$ cat config.mk
export PLATFORM = sky130hd
export DESIGN_NAME = counting_semaphore_bank
export DESIGN_NICKNAME = d
export VERILOG_FILES = /design/src/csb_pkg.sv /design/src/counting_semaphore_bank.sv
export VERILOG_INCLUDE_DIRS = /design/src /design/src/src
export SDC_FILE = /design/constraint.sdc
export NUM_CORES = 1
export LEC_CHECK = 0
export BUFFER_PORTS_ARGS = -buffer_cell sky130_fd_sc_hd__buf_2
export CORE_UTILIZATION = 30
export DETAILED_ROUTE_END_ITERATION = 7
export PLACE_DENSITY = 0.46
export SLEW_MARGIN = 20
export SYNTH_ARGS = -nofsm -noshare
export SYNTH_HDL_FRONTEND = slang
export SYNTH_SLANG_ARGS = --single-unit
$ cat constraint.sdc
create_clock -name clock -period 6.9 [get_ports clock]
set_input_delay 1.38 -clock clock [delete_from_list [all_inputs] [get_ports clock]]
set_output_delay 1.38 -clock clock [all_outputs]
set_load 0.03 [all_outputs]
$ cat src/assert_macros.svh
// assertion macros for the semaphore bank
`ifndef ASSERT_MACROS_SVH
`define ASSERT_MACROS_SVH
`ifndef ASSERT_OFF
`define ASSERT_IMPL(label, clk, rst, prop) \
   label: assert property (@(posedge clk) disable iff (rst) prop) else $error("%m: label");
`define ASSERT_NORST(label, clk, prop) \
   label: assert property (@(posedge clk) prop) else $error("%m: label");
`else
`define ASSERT_IMPL(label, clk, rst, prop)
`define ASSERT_NORST(label, clk, prop)
`endif
`endif

$ cat src/csb_pkg.sv
`timescale 1ns / 1ps
package csb_pkg;
   typedef enum logic [1:0] {
      CMD_CREATE = 2'd0,
      CMD_DELETE = 2'd1,
      CMD_TAKE   = 2'd2,
      CMD_GIVE   = 2'd3
   } cmd_type;

   typedef enum logic [2:0] {
      ST_OK     = 3'd0,
      ST_PARAM  = 3'd1,
      ST_NOSLOT = 3'd2,
      ST_BLOCK  = 3'd3,
      ST_QUEUED = 3'd4
   } status_type;

   typedef enum logic [2:0] {
      S_IDLE,
      S_DECIDE,
      S_WALK,
      S_DRAIN,
      S_CREATE
   } state_type;

   localparam int unsigned MAX_RESULTS = 16;

   typedef struct packed {
      logic [1:0]  command;
      logic [3:0]  sem_index;
      logic [31:0] create_count;
      logic [3:0]  task_id;
      logic [7:0]  task_priority;
      logic        may_wait;
      logic        sched_allowed;
   } req_type;

   typedef struct packed {
      logic [2:0] status;
      logic [3:0] new_sem_index;
      logic       woken_valid;
      logic [3:0] woken_task;
      logic       woken_result;
      logic       switch_hint;
      logic       last;
   } rsp_type;
endpackage

$ cat src/counting_semaphore_bank.sv
// create: one slot probed per cycle until a free one is found,
// take: one queue entry walked per cycle,
// delete wakes each waiter in turn, give and the other commands answer from the decide state.
// one word at a time: busy stays high until the last result is strobed,
// results go out on fixed cycles, the receiver cannot stall them.
// reset: synchronous active high, all slots free, all queues empty.
`timescale 1ns / 1ps
`include "assert_macros.svh"
module counting_semaphore_bank #(
   parameter int SEM_SLOTS  = 16,
   parameter int TASK_SLOTS = 16
) (
   input  logic              clock,
   input  logic              reset,
   input  logic              start,
   output logic              busy,
   input  csb_pkg::req_type  req_word,
   output logic              rsp_strobe,
   output csb_pkg::rsp_type  rsp_word
);
   import csb_pkg::*;

   localparam int SW = (SEM_SLOTS > 1) ? $clog2(SEM_SLOTS) : 1;
   localparam int TW = (TASK_SLOTS > 1) ? $clog2(TASK_SLOTS) : 1;
   localparam int CW = $clog2(MAX_RESULTS + 1);

   state_type               state_ff, state_in;
   req_type                 req_ff, req_in;
   logic [SEM_SLOTS-1:0]    used_ff, used_in;
   logic [31:0]             count_ff [SEM_SLOTS];
   logic [TW-1:0]           head_ff [SEM_SLOTS];
   logic [SEM_SLOTS-1:0]    hok_ff, hok_in;
   logic [TW-1:0]           next_ff [TASK_SLOTS];
   logic [TASK_SLOTS-1:0]   nok_ff, nok_in;
   logic [7:0]              prio_ff [TASK_SLOTS];
   logic [TASK_SLOTS-1:0]   wait_ff, wait_in;
   logic [TW-1:0]           cur_ff, cur_in, prev_ff, prev_in;
   logic                    cok_ff, cok_in, hprev_ff, hprev_in;
   logic [SW:0]             scan_ff, scan_in;
   logic [CW-1:0]           nres_ff, nres_in;
   logic                    rsp_strobe_ff, rsp_strobe_in;
   rsp_type                 rsp_ff, rsp_in;

   // single write port per table
   logic                    cnt_we;
   logic [31:0]             cnt_wd;
   logic                    head_we;
   logic [TW-1:0]           head_wd;
   logic                    next_we;
   logic [TW-1:0]           next_wa, next_wd;
   logic                    prio_we;

   logic [SW-1:0]           s_idx;
   logic [TW-1:0]           t_idx;
   logic                    s_ok, t_ok;

   assign busy       = (state_ff != S_IDLE);
   assign rsp_strobe = rsp_strobe_ff;
   assign rsp_word   = rsp_ff;

   assign s_idx = SW'(req_ff.sem_index);
   assign t_idx = TW'(req_ff.task_id);
   assign s_ok  = (32'(req_ff.sem_index) < 32'(SEM_SLOTS)) && used_ff[s_idx];
   assign t_ok  = (32'(req_ff.task_id) < 32'(TASK_SLOTS)) && !wait_ff[t_idx];

   always_comb begin
      state_in      = state_ff;
      req_in        = req_ff;
      used_in       = used_ff;
      hok_in        = hok_ff;
      nok_in        = nok_ff;
      wait_in       = wait_ff;
      cur_in        = cur_ff;
      prev_in       = prev_ff;
      cok_in        = cok_ff;
      hprev_in      = hprev_ff;
      scan_in       = scan_ff;
      nres_in       = nres_ff;
      rsp_strobe_in = 1'b0;
      rsp_in        = '0;
      cnt_we        = 1'b0;
      cnt_wd        = count_ff[s_idx];
      head_we       = 1'b0;
      head_wd       = cur_ff;
      next_we       = 1'b0;
      next_wa       = t_idx;
      next_wd       = cur_ff;
      prio_we       = 1'b0;
      case (state_ff)
         S_IDLE: begin
            if (start) begin
               req_in   = req_word;
               scan_in  = '0;
               nres_in  = '0;
               state_in = (cmd_type'(req_word.command) == CMD_CREATE) ? S_CREATE : S_DECIDE;
            end
         end
         S_CREATE: begin
            rsp_in.last = 1'b1;
            if (32'(scan_ff) >= 32'(SEM_SLOTS)) begin
               rsp_in.status = ST_NOSLOT;
               rsp_strobe_in = 1'b1;
               state_in      = S_IDLE;
            end else if (!used_ff[scan_ff[SW-1:0]]) begin
               used_in[scan_ff[SW-1:0]] = 1'b1;
               hok_in[scan_ff[SW-1:0]]  = 1'b0;
               rsp_in.status        = ST_OK;
               rsp_in.new_sem_index = 4'(scan_ff);
               rsp_strobe_in        = 1'b1;
               state_in             = S_IDLE;
            end else begin
               scan_in = scan_ff + 1'b1;
            end
         end
         S_DECIDE: begin
            rsp_in.last = 1'b1;
            if (!s_ok) begin
               rsp_in.status = ST_PARAM;
               rsp_strobe_in = 1'b1;
               state_in      = S_IDLE;
            end else begin
               case (cmd_type'(req_ff.command))
                  CMD_DELETE: begin
                     state_in = S_DRAIN;
                  end
                  CMD_TAKE: begin
                     state_in = S_IDLE;
                     rsp_strobe_in = 1'b1;
                     if (count_ff[s_idx] != 32'd0) begin
                        cnt_we        = 1'b1;
                        cnt_wd        = count_ff[s_idx] - 32'd1;
                        rsp_in.status = ST_OK;
                     end else if (!req_ff.may_wait) begin
                        rsp_in.status = ST_BLOCK;
                     end else if (!t_ok) begin
                        rsp_in.status = ST_PARAM;
                     end else begin
                        rsp_strobe_in = 1'b0;
                        cur_in   = head_ff[s_idx];
                        cok_in   = hok_ff[s_idx];
                        hprev_in = 1'b0;
                        scan_in  = '0;
                        next_we  = 1'b1;
                        next_wd  = head_ff[s_idx];
                        state_in = S_WALK;
                     end
                  end
                  default: begin
                     rsp_strobe_in      = 1'b1;
                     state_in           = S_IDLE;
                     rsp_in.status      = ST_OK;
                     rsp_in.switch_hint = req_ff.sched_allowed;
                     if (hok_ff[s_idx]) begin
                        hok_in[s_idx]              = nok_ff[head_ff[s_idx]];
                        head_we                    = 1'b1;
                        head_wd                    = next_ff[head_ff[s_idx]];
                        nok_in[head_ff[s_idx]]     = 1'b0;
                        wait_in[head_ff[s_idx]]    = 1'b0;
                        rsp_in.woken_valid         = 1'b1;
                        rsp_in.woken_task          = 4'(head_ff[s_idx]);
                     end else if (count_ff[s_idx] != 32'hFFFF_FFFF) begin
                        cnt_we = 1'b1;
                        cnt_wd = count_ff[s_idx] + 32'd1;
                     end
                  end
               endcase
            end
         end
         S_WALK: begin
            if (cok_ff && 32'(scan_ff) < 32'(TASK_SLOTS) &&
                prio_ff[cur_ff] >= req_ff.task_priority) begin
               prev_in  = cur_ff;
               hprev_in = 1'b1;
               cok_in   = nok_ff[cur_ff];
               cur_in   = next_ff[cur_ff];
               scan_in  = scan_ff + 1'b1;
               // new task link follows the walk
               next_we  = 1'b1;
               next_wd  = next_ff[cur_ff];
            end else begin
               prio_we        = 1'b1;
               nok_in[t_idx]  = cok_ff;
               wait_in[t_idx] = 1'b1;
               if (hprev_ff) begin
                  next_we         = 1'b1;
                  next_wa         = prev_ff;
                  next_wd         = t_idx;
                  nok_in[prev_ff] = 1'b1;
               end else begin
                  head_we       = 1'b1;
                  head_wd       = t_idx;
                  hok_in[s_idx] = 1'b1;
               end
               rsp_in.status = ST_QUEUED;
               rsp_in.last   = 1'b1;
               rsp_strobe_in = 1'b1;
               state_in      = S_IDLE;
            end
         end
         S_DRAIN: begin
            if (hok_ff[s_idx]) begin
               hok_in[s_idx]           = nok_ff[head_ff[s_idx]];
               head_we                 = 1'b1;
               head_wd                 = next_ff[head_ff[s_idx]];
               nok_in[head_ff[s_idx]]  = 1'b0;
               wait_in[head_ff[s_idx]] = 1'b0;
               if (32'(nres_ff) < 32'(MAX_RESULTS)) begin
                  rsp_strobe_in       = 1'b1;
                  rsp_in.woken_valid  = 1'b1;
                  rsp_in.woken_task   = 4'(head_ff[s_idx]);
                  rsp_in.woken_result = 1'b1;
                  rsp_in.last         = !nok_ff[head_ff[s_idx]];
                  nres_in             = nres_ff + 1'b1;
               end else if (!nok_ff[head_ff[s_idx]]) begin
                  used_in[s_idx] = 1'b0;
                  state_in       = S_IDLE;
               end
               if (!nok_ff[head_ff[s_idx]]) begin
                  used_in[s_idx] = 1'b0;
                  state_in       = S_IDLE;
               end
            end else begin
               rsp_strobe_in  = 1'b1;
               rsp_in.last    = 1'b1;
               used_in[s_idx] = 1'b0;
               state_in       = S_IDLE;
            end
         end
         default: state_in = S_IDLE;
      endcase
   end

   always_ff @(posedge clock) begin
      if (reset) begin
         state_ff      <= S_IDLE;
         used_ff       <= '0;
         hok_ff        <= '0;
         nok_ff        <= '0;
         wait_ff       <= '0;
         rsp_strobe_ff <= 1'b0;
      end else begin
         state_ff      <= state_in;
         used_ff       <= used_in;
         hok_ff        <= hok_in;
         nok_ff        <= nok_in;
         wait_ff       <= wait_in;
         rsp_strobe_ff <= rsp_strobe_in;
      end
   end

   always_ff @(posedge clock) begin
      req_ff   <= req_in;
      cur_ff   <= cur_in;
      prev_ff  <= prev_in;
      cok_ff   <= cok_in;
      hprev_ff <= hprev_in;
      scan_ff  <= scan_in;
      nres_ff  <= nres_in;
      rsp_ff   <= rsp_in;
      if (state_ff == S_CREATE && rsp_strobe_in && rsp_in.status == ST_OK)
         count_ff[scan_ff[SW-1:0]] <= req_ff.create_count;
      else if (cnt_we)
         count_ff[s_idx] <= cnt_wd;
      if (head_we)
         head_ff[s_idx] <= head_wd;
      if (next_we)
         next_ff[next_wa] <= next_wd;
      if (prio_we)
         prio_ff[t_idx] <= req_ff.task_priority;
   end

   `ASSERT_IMPL(a_strobe_busy, clock, reset, rsp_strobe |-> $past(busy))
   `ASSERT_IMPL(a_idle_after_last, clock, reset, (rsp_strobe && rsp_word.last) |-> !busy)
   `ASSERT_IMPL(a_wake_clears, clock, reset,
      (rsp_strobe && rsp_word.woken_valid) |-> !wait_ff[TW'(rsp_word.woken_task)])
endmodule
==> key figures <==
Worst setup path
  – Crit end category: flop
  – R2R cell count: 13
  – Worst-path maximum fanout: 40
  – Critical Path Max Stage Delay: between 0.8 and 0.9 ns
  – Top cell by count, worst path: buf_4
  – WS Path Type: reg -> reg
  – Worst Path Required: slightly above 7 ns
  – Startpoint types: flop
  – Worst-path cell chain: buf_4, nor2b_1, a22o_1, nor2_1, buf_4, nor4b_1, and4_1, buf_4, nand3_1, a2bb2oi_4, buf_12, a21oi_1, a21oi_1
  – Arrival time worst endpoint: between 6 and 7 ns
  – Slowest-stage cell, CP: dfxtp_1

Timing
  – Setup Skew: around 0.046 ns
  – Slew HR: about 27%
  – Worst Tran Pin Value: between 1 and 1.5 ns
  – Setup TNS: 0 ns
  – Fin. Hold Viols: 0
  – FMAX: between 150 and 200 MHz
  – Worst hold slack: around 0.45 ns
  – Final setup viols: 0
  – Tcrit/Tclk final: about nine tenths
  – Slew Viols, Final: 0
  – Min cycle time layout: 6.082 ns
  – Final Worst Setup Slack: about 0.8 ns
  – RSZ-0062 raised after global routing: no

Finish
  – ANT cells: 0
  – Area Overhead vs Synth: 15.64%
  – Util after Layout: about a third
  – Multi-input logic area: between 10000 and 15000 um^2
  – Most common cell after layout, fill and taps aside: edfxtp_1
  – Commonest cells after routing, fill and taps aside: edfxtp_1 (840), mux4_2 (233), nand2_1 (220), nor2_1 (180), buf_4 (118)
  – Filler Cell Count: roughly 13000
  – Layout cells sized above 1: 24.62%
  – Post-route cell area: approximately 48000 um^2
  – Reg area: roughly 27000 um^2
  – # nets final: about 2800

Power and ir drop
  – Comb pwr share: around an eighth
  – Total net switching power: roughly 3.7 mW
  – Leak Pwr: 15.07 nW
  – Flop pwr share: between 40% and 50%
  – Part of the power in the clock network: about two fifths
  – PD cells: about 290 nW/um^2
  – Maximum VDD drop: between 0.2 and 0.25 mV
  – Sw Share: a little over a quarter
  – P_int: roughly 10 mW

Route
  – Total number of vias: 25700
  – Initial DRC count: 2663
  – Post-DRT Antenna Nets: 0
  – Routed WL per cell: ~28 um
  – DRC viols: 0
  – TritonRoute pass-1 iters: 8
  – Final WL: approximately 130000 um
  – Via-to-Cell Ratio: roughly 5.5

Die
  – Initial Util: between 30% and 40%
  – Core area: about 140000 um^2
  – Die X: approximately 370 um
  – Number of core rows: 136
  – Die H: approximately 370 um
  – IO Pins: 72
  – Die area: around 140000 um^2

GRT
  – Total track usage: a little under a fifth
  – Vias in the first global route: about 26000
  – Largest net degree at the start of global routing: 58
  – GR Overflow Total: 0
  – Initial antenna violation count: 5
  – Global-route wire length before repair: 188100 um

Synthesis
  – YS warnings: 0
  – Mapped Nets: ~2700
  – Cell variety after synth: 96
  – Synth Flop Type: edfxtp_1
  – Yosys top cell by area: edfxtp_1
  – Dominant cells by area after synthesis: edfxtp_1 (61%), mux4_2 (13%), dfxtp_1 (4.4%), nand2_1 (2.0%), nor2_1 (1.6%)
  – EDFF count, synth: 840
  – Cell Area, Synth: about 42000 um^2
  – Seq cells post-synth: around 930
  – Avg Inst Size Synth: about 16 um^2
  – Post-synth top area share: between 60% and 70%
  – Mapped Cells: 2651
  – Asr flop ratio synth: 0%
  – Post-synthesis sequential area ratio: about two thirds

Clocking
  – Max clock buf depth: 3
  – TritonCTS clock tree: done
  – CTS resizes: 0
  – Post-CTS Hold Fix Bufs: 0
  – Post CTS Setup Buffer Count: 0
  – Num CTS Buffers: about 100
  – Clock slew seen by the registers of the worst setup and hold paths: around 0.060 ns
  – Worst-Skew Late Latency: about 0.73 ns
  – # clock sinks: about 930
  – Clock Root Buffer: clkbuf_16
  – H-tree Lvls: 3

Placed design
  – GP Congestion: between 0.8 and 0.9
  – Port bufs: 71
  – Dpl hpwl: between 80000 and 90000 um
  – DP Worst Slack: 0.8230 ns
  – Placed Area: about 44000 um^2

Min path
  – Hold path cells: 1
  – Hold crit path type: reg -> reg

Job
  – Max cap viols: 0

Status
  – Status: completed
final cells by class:
class / count / share of cell area, %
clock inverters: 70 / 1.736
clock buffers: 122 / 5.517
inverters: 37 / 0.2893
repair buffers: 194 / 2.841
multi-input cells: 1506 / 28.57
well taps: 1794 / 4.676
flip-flops and latches: 931 / 56.37
registers in the layout (all words and copies together) (netlist names), 3 cells and up, named ones only:
register  flops
rsp_word     15
nres_ff       5
scan_ff       5
prio_ff     128
head_ff      64
s_idx         4
state_ff      3
cur_ff        4
t_idx         4
next_ff      64
count_ff    512
wait_ff      16
prev_ff       4
used_ff      16
hok_ff       16
req_ff       44
nok_ff       16
synthesized netlist by cell type (10+ instances only):
| cell | number |
|---|---|
| nand3_1 | 55 |
| a221oi_1 | 11 |
| clkbuf_1 | 101 |
| mux4_2 | 233 |
| and2_1 | 21 |
| nor2b_1 | 21 |
| nor2_1 | 181 |
| o221a_2 | 16 |
| mux2i_1 | 38 |
| buf_2 | 26 |
| xnor2_1 | 19 |
| edfxtp_1 | 840 |
| nand4_1 | 41 |
| dfxtp_1 | 91 |
| a21oi_1 | 98 |
| mux2_2 | 20 |
| nor3_1 | 41 |
| and4_1 | 35 |
| a211oi_1 | 28 |
| nand2b_1 | 22 |
| a22oi_1 | 13 |
| a31oi_1 | 52 |
| o21ai_0 | 61 |
| o22ai_1 | 18 |
| ha_1 | 18 |
| o211ai_1 | 10 |
| o31ai_1 | 27 |
| buf_1 | 24 |
| mux4_1 | 14 |
| nor4_1 | 28 |
| inv_1 | 34 |
| nand2_1 | 220 |
| buf_4 | 11 |
kinds of logic after synthesis:
kind of cell / count (synthesis) / synth area share (%)
simple gates: 721 / 8.846
fa+ha+maj: 18 / 0.5425
xor+xnor: 24 / 0.5063
buf+inv: 214 / 2.553
flops: 931 / 65.15
mux: 305 / 14.98
compound gates: 438 / 7.420
through the flow:
step / std cells / total power [mW]
finish: 4654 / 13.90
global route: 4654 / 14.36
CTS: 4653 / 14.04
detailed placement: 4461 / 8.380
global placement: 4461 / 8.369
floorplan: 2651 / 7.687
power groups by stage:
stage	clock network [mW]	registers, mW	logic (mW)
2_1_floorplan	0	6.42	1.26
3_3_place_gp	0	6.55	1.82
3_5_place_dp	0	6.55	1.83
4_1_cts	5.77	6.43	1.83
5_1_grt	5.97	6.44	1.96
6_report	5.64	6.43	1.84
per-layer routing:
layer  track usage (%)  vias to the layer above  share of wire (%)
met3             3.393                      190                6.5
met4             4.410                        0                2.3
met5                 0                        -                  0
met1             24.97                    13520                 43
met2             30.27                     1023                 48
li1                  -                    10970                  -
worst paths after layout:
check / from / end / slack (ns)
worst max-delay path: flop / count_ff[15][28]$_DFFE_PP_ / 0.82
worst min-delay path: req_ff[0]$_DFFE_PP_ / rsp_word[1]$_SDFF_PP0_ / 0.45
worst max register to register: flop / count_ff[15][28]$_DFFE_PP_ / 0.82
worst min register to register: req_ff[0]$_DFFE_PP_ / rsp_word[1]$_SDFF_PP0_ / 0.45
critical path, delay by kind of cell (launching register included):
family	cells	cell delay (ns)
buf+inv	4	1.05
flops	1	0.85
simple gates	5	2.23
compound gates	4	1.56
Power figures use the tool's default switching activity.
